`src/hw/rtl/kbs_pkg.sv`:
```
// shared constants and control types of the key block sorter
package kbs_pkg;

  localparam int MAX_KEYS  = 64;
  localparam int KEY_W     = 32;
  localparam int CNT_W     = $clog2(MAX_KEYS + 1);
  localparam int ADDR_W    = $clog2(MAX_KEYS);
  localparam int CFG_IDX_W = 1;
  localparam int CFG_DATA_W = 1;

  // configuration register indexes
  localparam logic [CFG_IDX_W-1:0] CFG_ORDER_DESC  = 1'd0;
  localparam logic [CFG_IDX_W-1:0] CFG_KEYS_SIGNED = 1'd1;

  // commands from the controller to the datapath
  typedef struct packed {
    logic accept;      // latch the incoming key beat
    logic read_prev;   // read the entry just below the insert position
    logic shift;       // move the entry up one slot, step the position down
    logic place;       // write the key at the insert position, count it
    logic emit_start;  // read the first sorted entry
    logic emit_load;   // load the result register, read the next entry
  } kbs_cmd_t;

  // status from the datapath to the controller
  typedef struct packed {
    logic full;
    logic last;
    logic pos_zero;
    logic pos_one;
    logic precedes;
    logic final_entry;
    logic out_free;
  } kbs_status_t;

endpackage

```
`src/hw/rtl/key_block_sorter_top.sv`:
```
// key block sorter: insertion sort of key blocks, sorted read-out on the block end
//
//   channel  direction  handshake            payload
//   in       sink       in_valid/in_stall    key_value, block_end
//   out      source     out_valid/out_stall  sorted_key, final_key, overflowed
//   cfg      sink       cfg_write            cfg_index, cfg_data
//
// the next key beat is held off while the stored keys that the key precedes are
// shifted up, one per cycle through the single write port of the key store;
// a key into an empty store or a dropped key needs no shift
// read-out starts after the block is complete, then one result per
// cycle while out_stall is low; the result register lets the next block start
// reset is synchronous and leaves the store empty, no clearing pass is needed
module key_block_sorter_top (
  input  logic                          clk,
  input  logic                          rst,
  input  logic                          cfg_write,
  input  logic [kbs_pkg::CFG_IDX_W-1:0] cfg_index,
  input  logic [kbs_pkg::CFG_DATA_W-1:0] cfg_data,
  input  logic                          in_valid,
  output logic                          in_stall,
  input  logic [31:0]                   key_value,
  input  logic                          block_end,
  output logic                          out_valid,
  input  logic                          out_stall,
  output logic [31:0]                   sorted_key,
  output logic                          final_key,
  output logic                          overflowed
);

  kbs_pkg::kbs_cmd_t    cmd;
  kbs_pkg::kbs_status_t status;

  kbs_ctrl u_ctrl (
    .clk      (clk),
    .rst      (rst),
    .in_valid (in_valid),
    .in_stall (in_stall),
    .status   (status),
    .cmd      (cmd)
  );

  kbs_datapath u_datapath (
    .clk        (clk),
    .rst        (rst),
    .cfg_write  (cfg_write),
    .cfg_index  (cfg_index),
    .cfg_data   (cfg_data),
    .key_value  (key_value),
    .block_end  (block_end),
    .out_stall  (out_stall),
    .out_valid  (out_valid),
    .sorted_key (sorted_key),
    .final_key  (final_key),
    .overflowed (overflowed),
    .cmd        (cmd),
    .status     (status)
  );

endmodule

```
`src/hw/rtl/kbs_datapath.sv`:
```
// key store, insertion compare, counters, config and result register
module kbs_datapath (
  input  logic                          clk,
  input  logic                          rst,
  input  logic                          cfg_write,
  input  logic [kbs_pkg::CFG_IDX_W-1:0] cfg_index,
  input  logic [kbs_pkg::CFG_DATA_W-1:0] cfg_data,
  input  logic [31:0]                   key_value,
  input  logic                          block_end,
  input  logic                          out_stall,
  output logic                          out_valid,
  output logic [31:0]                   sorted_key,
  output logic                          final_key,
  output logic                          overflowed,
  input  kbs_pkg::kbs_cmd_t             cmd,
  output kbs_pkg::kbs_status_t          status
);

  logic                          order_desc;
  logic                          keys_sgn;
  logic [kbs_pkg::KEY_W-1:0]     key;
  logic                          last;
  logic [kbs_pkg::CNT_W-1:0]     count;
  logic [kbs_pkg::CNT_W-1:0]     pos;
  logic [kbs_pkg::CNT_W-1:0]     k;
  logic                          ovf;
  logic [kbs_pkg::KEY_W-1:0]     mem [kbs_pkg::MAX_KEYS];
  logic [kbs_pkg::KEY_W-1:0]     rd_data;

  logic [kbs_pkg::CNT_W-1:0]     pos_m1;
  logic [kbs_pkg::CNT_W-1:0]     pos_m2;
  logic [kbs_pkg::CNT_W-1:0]     k_p1;
  logic                          mem_we;
  logic [kbs_pkg::ADDR_W-1:0]    mem_waddr;
  logic [kbs_pkg::KEY_W-1:0]     mem_wdata;
  logic                          mem_re;
  logic [kbs_pkg::ADDR_W-1:0]    mem_raddr;
  logic [kbs_pkg::KEY_W-1:0]     key_cmp;
  logic [kbs_pkg::KEY_W-1:0]     rd_cmp;
  logic                          is_final;
  logic                          full;

  assign pos_m1   = pos - kbs_pkg::CNT_W'(1);
  assign pos_m2   = pos - kbs_pkg::CNT_W'(2);
  assign k_p1     = k + kbs_pkg::CNT_W'(1);
  assign is_final = (k_p1 == count);
  assign full     = (count == kbs_pkg::CNT_W'(kbs_pkg::MAX_KEYS));

  // flipping the sign bit turns a signed compare into an unsigned one
  assign key_cmp = {key[kbs_pkg::KEY_W-1] ^ keys_sgn, key[kbs_pkg::KEY_W-2:0]};
  assign rd_cmp  = {rd_data[kbs_pkg::KEY_W-1] ^ keys_sgn, rd_data[kbs_pkg::KEY_W-2:0]};

  assign mem_we    = cmd.shift | cmd.place;
  assign mem_waddr = pos[kbs_pkg::ADDR_W-1:0];
  assign mem_wdata = cmd.shift ? rd_data : key;
  assign mem_re    = cmd.read_prev | cmd.shift | cmd.emit_start | cmd.emit_load;

  always_comb begin
    mem_raddr = k_p1[kbs_pkg::ADDR_W-1:0];
    if (cmd.read_prev) begin
      mem_raddr = pos_m1[kbs_pkg::ADDR_W-1:0];
    end else if (cmd.shift) begin
      // below slot zero the read is junk and never used
      mem_raddr = pos_m2[kbs_pkg::ADDR_W-1:0];
    end else if (cmd.emit_start) begin
      mem_raddr = '0;
    end
  end

  always_ff @(posedge clk) begin
    if (rst) begin
      order_desc <= 1'b0;
      keys_sgn   <= 1'b1;
    end else if (cfg_write) begin
      unique case (cfg_index)
        kbs_pkg::CFG_ORDER_DESC:  order_desc <= cfg_data[0];
        kbs_pkg::CFG_KEYS_SIGNED: keys_sgn   <= cfg_data[0];
        default: ;
      endcase
    end
  end

  always_ff @(posedge clk) begin
    if (mem_we) begin
      mem[mem_waddr] <= mem_wdata;
    end
  end

  always_ff @(posedge clk) begin
    if (mem_re) begin
      rd_data <= mem[mem_raddr];
    end
  end

  always_ff @(posedge clk) begin
    if (cmd.accept) begin
      key  <= key_value[kbs_pkg::KEY_W-1:0];
      last <= block_end;
    end
  end

  always_ff @(posedge clk) begin
    if (rst) begin
      count <= '0;
      pos   <= '0;
      k     <= '0;
      ovf   <= 1'b0;
    end else begin
      if (cmd.accept) begin
        pos <= count;
        if (full) begin
          ovf <= 1'b1;
        end
      end
      if (cmd.shift) begin
        pos <= pos_m1;
      end
      if (cmd.place) begin
        count <= count + kbs_pkg::CNT_W'(1);
      end
      if (cmd.emit_start) begin
        k <= '0;
      end
      if (cmd.emit_load) begin
        k <= k_p1;
        if (is_final) begin
          count <= '0;
          ovf   <= 1'b0;
        end
      end
    end
  end

  always_ff @(posedge clk) begin
    if (rst) begin
      out_valid <= 1'b0;
    end else if (cmd.emit_load) begin
      out_valid <= 1'b1;
    end else if (!out_stall) begin
      out_valid <= 1'b0;
    end
  end

  always_ff @(posedge clk) begin
    if (cmd.emit_load) begin
      sorted_key <= rd_data;
      final_key  <= is_final;
      overflowed <= ovf;
    end
  end

  assign status.full        = full;
  assign status.last        = last;
  assign status.pos_zero    = (pos == '0);
  assign status.pos_one     = (pos == kbs_pkg::CNT_W'(1));
  assign status.precedes    = order_desc ? (key_cmp > rd_cmp) : (key_cmp < rd_cmp);
  assign status.final_entry = is_final;
  assign status.out_free    = !out_valid || !out_stall;

  a_count_bound: assert property (@(posedge clk) disable iff (rst)
    count <= kbs_pkg::CNT_W'(kbs_pkg::MAX_KEYS))
    else $error("key count beyond capacity");

  a_shift_above_zero: assert property (@(posedge clk) disable iff (rst)
    cmd.shift |-> pos != '0)
    else $error("shift below the bottom slot");

  a_emit_nonempty: assert property (@(posedge clk) disable iff (rst)
    cmd.emit_load |-> count != '0)
    else $error("result loaded from an empty store");

endmodule

```
`src/hw/rtl/kbs_ctrl.sv`:
```
// controller state machine for insertion and sorted read-out
module kbs_ctrl (
  input  logic                 clk,
  input  logic                 rst,
  input  logic                 in_valid,
  output logic                 in_stall,
  input  kbs_pkg::kbs_status_t status,
  output kbs_pkg::kbs_cmd_t    cmd
);

  localparam logic [2:0] S_IDLE      = 3'd0;
  localparam logic [2:0] S_INS_RD    = 3'd1;
  localparam logic [2:0] S_INS_CMP   = 3'd2;
  localparam logic [2:0] S_INS_PLACE = 3'd3;
  localparam logic [2:0] S_EMIT_RD   = 3'd4;
  localparam logic [2:0] S_EMIT_LD   = 3'd5;

  logic [2:0] state;
  logic [2:0] state_next;
  logic [2:0] after_ins;

  assign in_stall  = (state != S_IDLE);
  assign after_ins = status.last ? S_EMIT_RD : S_IDLE;

  always_comb begin
    cmd        = '0;
    state_next = state;
    unique case (state)
      S_IDLE: begin
        if (in_valid) begin
          cmd.accept = 1'b1;
          state_next = S_INS_RD;
        end
      end
      S_INS_RD: begin
        if (status.full) begin
          // key dropped, overflow already noted
          state_next = after_ins;
        end else if (status.pos_zero) begin
          cmd.place  = 1'b1;
          state_next = after_ins;
        end else begin
          cmd.read_prev = 1'b1;
          state_next    = S_INS_CMP;
        end
      end
      S_INS_CMP: begin
        if (status.precedes) begin
          cmd.shift = 1'b1;
          if (status.pos_one) begin
            state_next = S_INS_PLACE;
          end
        end else begin
          cmd.place  = 1'b1;
          state_next = after_ins;
        end
      end
      S_INS_PLACE: begin
        cmd.place  = 1'b1;
        state_next = after_ins;
      end
      S_EMIT_RD: begin
        cmd.emit_start = 1'b1;
        state_next     = S_EMIT_LD;
      end
      S_EMIT_LD: begin
        if (status.out_free) begin
          cmd.emit_load = 1'b1;
          if (status.final_entry) begin
            state_next = S_IDLE;
          end
        end
      end
      default: begin
        state_next = S_IDLE;
      end
    endcase
  end

  always_ff @(posedge clk) begin
    if (rst) begin
      state <= S_IDLE;
    end else begin
      state <= state_next;
    end
  end

  a_no_insert_when_full: assert property (@(posedge clk) disable iff (rst)
    state == S_INS_CMP |-> !status.full)
    else $error("insertion into a full store");

endmodule
```
`config.mk`:
```
export PLATFORM = sky130hd
export DESIGN_NAME = key_block_sorter_top
export DESIGN_NICKNAME = d
export VERILOG_FILES = /design/src/hw/rtl/kbs_pkg.sv /design/src/hw/rtl/key_block_sorter_top.sv /design/src/hw/rtl/kbs_datapath.sv /design/src/hw/rtl/kbs_ctrl.sv
export SDC_FILE = /design/constraint.sdc
export NUM_CORES = 2
export LEC_CHECK = 0
export ABC_AREA = 1
export BUFFER_PORTS_ARGS = -buffer_cell sky130_fd_sc_hd__buf_4
export CORE_MARGIN = 10
export CORE_UTILIZATION = 34
export CTS_CLUSTER_DIAMETER = 80
export DETAILED_ROUTE_END_ITERATION = 7
export PLACE_DENSITY = 0.46
export SYNTH_ARGS = -nofsm -noshare
export SYNTH_HDL_FRONTEND = slang
export SYNTH_SLANG_ARGS = --single-unit
```
`constraint.sdc`:
```
create_clock -name clk -period 5.6 [get_ports clk]
set_clock_uncertainty 0.05 [all_clocks]
set_input_delay 0.84 -clock clk [delete_from_list [all_inputs] [get_ports clk]]
set_output_delay 0.84 -clock clk [all_outputs]
set_load 0.1 [all_outputs]
```
==> metrics.md <==
| Metric | Value |
|---|---|
| Number of synthesized flops with an enable pin | 2147 |
| FF-to-FF path depth | 22 |
| Commonest non-fill, non-tap cell in the layout | nand3_1 |
| Ys flop type | edfxtp_1 |
| First-pass iteration count of the detailed router | 6 |
| Die area | 304000 µm² |
| WP data arrival | 5.94 ns |
| Comb power frac | 0.454 |
| Final setup viols | 0 |
| Mapped Area | 96000 µm² |
| Via/cell ratio | 4.91 |
| Sequential power share | 0.317 |
| Hold slack | 0.0692 ns |
| I/O Buffers | 75 |
| Root buffer selected by CTS | clkbuf_16 |
| Yosys Warn Count | 0 |
| Post-Syn Nets | 9302 |
| Worst setup SP type | register |
| Max Cap Violations | 0 |
| Hold EP | u_datapath.key[25] |
| Clock insertion delay at the later pin of the skew report | 0.90 ns |
| Vias in the first global route | 62200 |
| Global-route wire length before repair | 451000 µm |
| Slew HR | 0.223 |
| IO Pins | 76 |
| Tcrit/Tclk final | 0.945 |
| Antenna violations before repair | 10 |
| Die height | 551 µm |
| Sequential share of the synthesized area | 0.677 |
| HP Start | key_value[25] |
| Critical Path Fanout Max | 69 |
| Core Region | 282000 µm² |
| CTS tree | built |
| Hold Fails Final Rpt | 0 |
| R2R setup slack | 0.31 ns |
| Clock period minus worst slack | 5.29 ns |
| Internal power | 36.3 mW |
| TritonCTS Buffers | 239 |
| Clock sinks | 2175 |
| Clk pwr share | 0.228 |
| Avg Cell Area, Syn | 10.4 µm² |
| Asr flop ratio synth | 0 |
| Synthesized netlist cell count | 9220 |
| All-Layer GR Usage | 0.200 |
| Reg clk slew, reported paths | 0.06 ns |
| Fill count | 27300 |
| 1st-iter DRT viols | 6195 |
| Status | completed |
| Unique masters post-synth | 36 |
| DP Wirelength | 176000 µm |
| Least-Margin Pin Slew | 1.17 ns |
| Most frequent cells in the layout | nand3_1, edfxtp_1, nand2_1, inv_1, clkbuf_16 |
| Initial Util | 0.341 |
| Critical Path End Type | register |
| Final routed DRC violation total | 0 |
| Fin nets | 9408 |
| Aggregate routed wire length | 311000 µm |
| Die X-Extent | 551 µm |
| PD cells | 591 nW/µm² |
| Clock tree buffer depth | 4 |
| Fin Setup TNS | 0 ns |
| RR Endpoint | u_datapath.rd_data[25] |
| Max-slew violations | 0 |
| Sw Pwr | 28.8 mW |
| Cell Rows | 195 |
| Fmax | 0.189 GHz |
| Worst R2R Start | u_datapath.rd_data[21] |
| CTS H-tree lvls | 4 |
| Antenna-violating nets left | 0 |
| Layout cells sized above 1 | 0.0831 |
| Hold depth | 1 |
| Req. time, crit path | 6.24 ns |
| Leak pwr | 45.8 nW |
| Vias | 65000 |
| Area grow syn2layout | 14.8% |
| Kind of critical path | register to register |
| Routed len/inst | 23.5 µm |
| GRT Residual Overflow | 0 |
| RD Place Congestion | 0.822 |
| Largest net degree at the start of global routing | 101 |
| Sw Share | 0.442 |
| Flop and latch count out of synthesis | 2175 |
| RSZ-0062 raised after global routing | false |
| Peak supply drop | 0.430 mV |
| HP Class | primary input to register |
==> critical path, stage by stage, from the launching register on <==
cell and delay (ns):
edfxtp_1 0.62, inv_1 0.17, ha_1 0.34, nand2_1 0.05, nor2_1 0.14, nand4_1 0.10
nor2_1 0.32, nand2_1 0.14, nand3_2 0.14, nand3_4 0.14, nand2_1 0.09, nand2_1 0.06
nand2_1 0.15, nand2_8 0.19, inv_16 0.38, buf_12 0.24, buf_4 0.25, nand3_1 0.11
nand3_1 0.08, nand3_1 0.17, nand3_1 0.16, nand3_1 0.39, nand2_1 0.41
==> final cells by class <==
type	count	area, µm²	area share
Timing Repair Buffer	356	4310	0.0391
Clock buffer	311	6380	0.0579
Antenna cell	3	7.51	0.0000681
Tap cell	3743	4680	0.0425
Clock inverter	111	785	0.00712
Inverter	1956	7370	0.0669
Multi-Input combinational cell	4598	21700	0.196
Sequential cell	2175	65000	0.590
==> power groups by stage <==
| stage | registers, mW | logic (mW) | clock network [mW] |
|---|---|---|---|
| after detailed placement | 21.0 | 29.4 | 0 |
| after global routing | 20.7 | 32.0 | 15.8 |
| after global placement | 21.0 | 29.4 | 0 |
| after CTS | 20.7 | 29.6 | 15.2 |
| final | 20.7 | 29.6 | 14.9 |
| after floorplan | 21.2 | 16.6 | 0 |
==> metrics by stage <==
step | instances | area, µm² | utilization | power, mW | setup slack (ns)
finish | 13300 | 110000 | 0.391 | 65.1 | 0.306
global route | 13300 | 110000 | 0.391 | 68.5 | 0.0723
CTS | 13300 | 110000 | 0.391 | 65.4 | 0.178
detailed placement | 12800 | 103000 | 0.366 | 50.5 | -0.0373
global placement | 12800 | 103000 | 0.366 | 50.5 | 0.0204
floorplan | 9220 | 96000 | - | 37.8 | 0.197
==> worst max-delay path by stage <==
stage	depth (start not counted)	endpoint	startpoint	slack [ns]
finish	22	u_datapath.rd_data[25]	u_datapath.rd_data[21]	0.31
global route	22	u_datapath.rd_data[28]	u_datapath.rd_data[30]	0.07
CTS	23	u_datapath.rd_data[24]	u_datapath.rd_data[30]	0.18
detailed placement	23	u_datapath.rd_data[24]	u_datapath.rd_data[23]	-0.04
global placement	23	u_datapath.rd_data[24]	u_datapath.rd_data[23]	0.02
floorplan	13	u_datapath.mem[0][1]	u_datapath.rd_data[31]	0.20
==> cells in the mapped netlist, types with 9 or more instances <==
master    count  area (µm²)
nand3b_1    128         961
a21oi_1      39         195
buf_1        21        78.8
nand3_1    2162       10800
dfxtp_1      28         561
nor3_1        9        45.0
clkbuf_1    102         383
nor2_1       57         214
edfxtp_1   2147       64500
nand2_1    2059        7730
buf_4        70         526
o21ai_0      47         235
inv_1      1948        7310
buf_2       294        1470
xor2_1        9        78.8
ha_1         42         526
==> layer usage <==
metal | wire length, µm | GRT usage | vias to the layer above
li1 | - | - | 30400
met1 | 139000 | 0.278 | 32200
met2 | 146000 | 0.331 | 1994
met3 | 18900 | 0.0286 | 410
met4 | 6480 | 0.0453 | 0
met5 | 0 | 0 | -
==> cell families (layout without fill, tap and decap cells) <==
group,Yosys count,after routing,share of synthesized area
flops,2175,2175,0.677
xor+xnor,12,12,0.00109
buf+inv,2447,2734,0.103
simple gates,4439,4439,0.208
fa+ha+maj,42,42,0.00547
other cells,0,3,0
compound gates,105,105,0.00586
==> timing repair <==
| action | 4_1_cts | 5_1_grt |
|---|---|---|
| hold buffers | 0 | 0 |
| setup endpoints to repair | 3 | 2 |
| endpoints found under the hold margin | 0 | 0 |
| resized for setup | 0 | 2 |
| setup buffers | 2 | 0 |
==> flip-flops by register name, summed over array words and instances, names as in the netlist, 3 cells and up <==
register               flops
u_ctrl.state               3
u_datapath.sorted_key     32
u_datapath.rd_data        32
u_datapath.pos             7
u_datapath.count           7
u_datapath.k               7
u_datapath.key            32
u_datapath.mem          2048
Power figures use the tool's default switching activity.
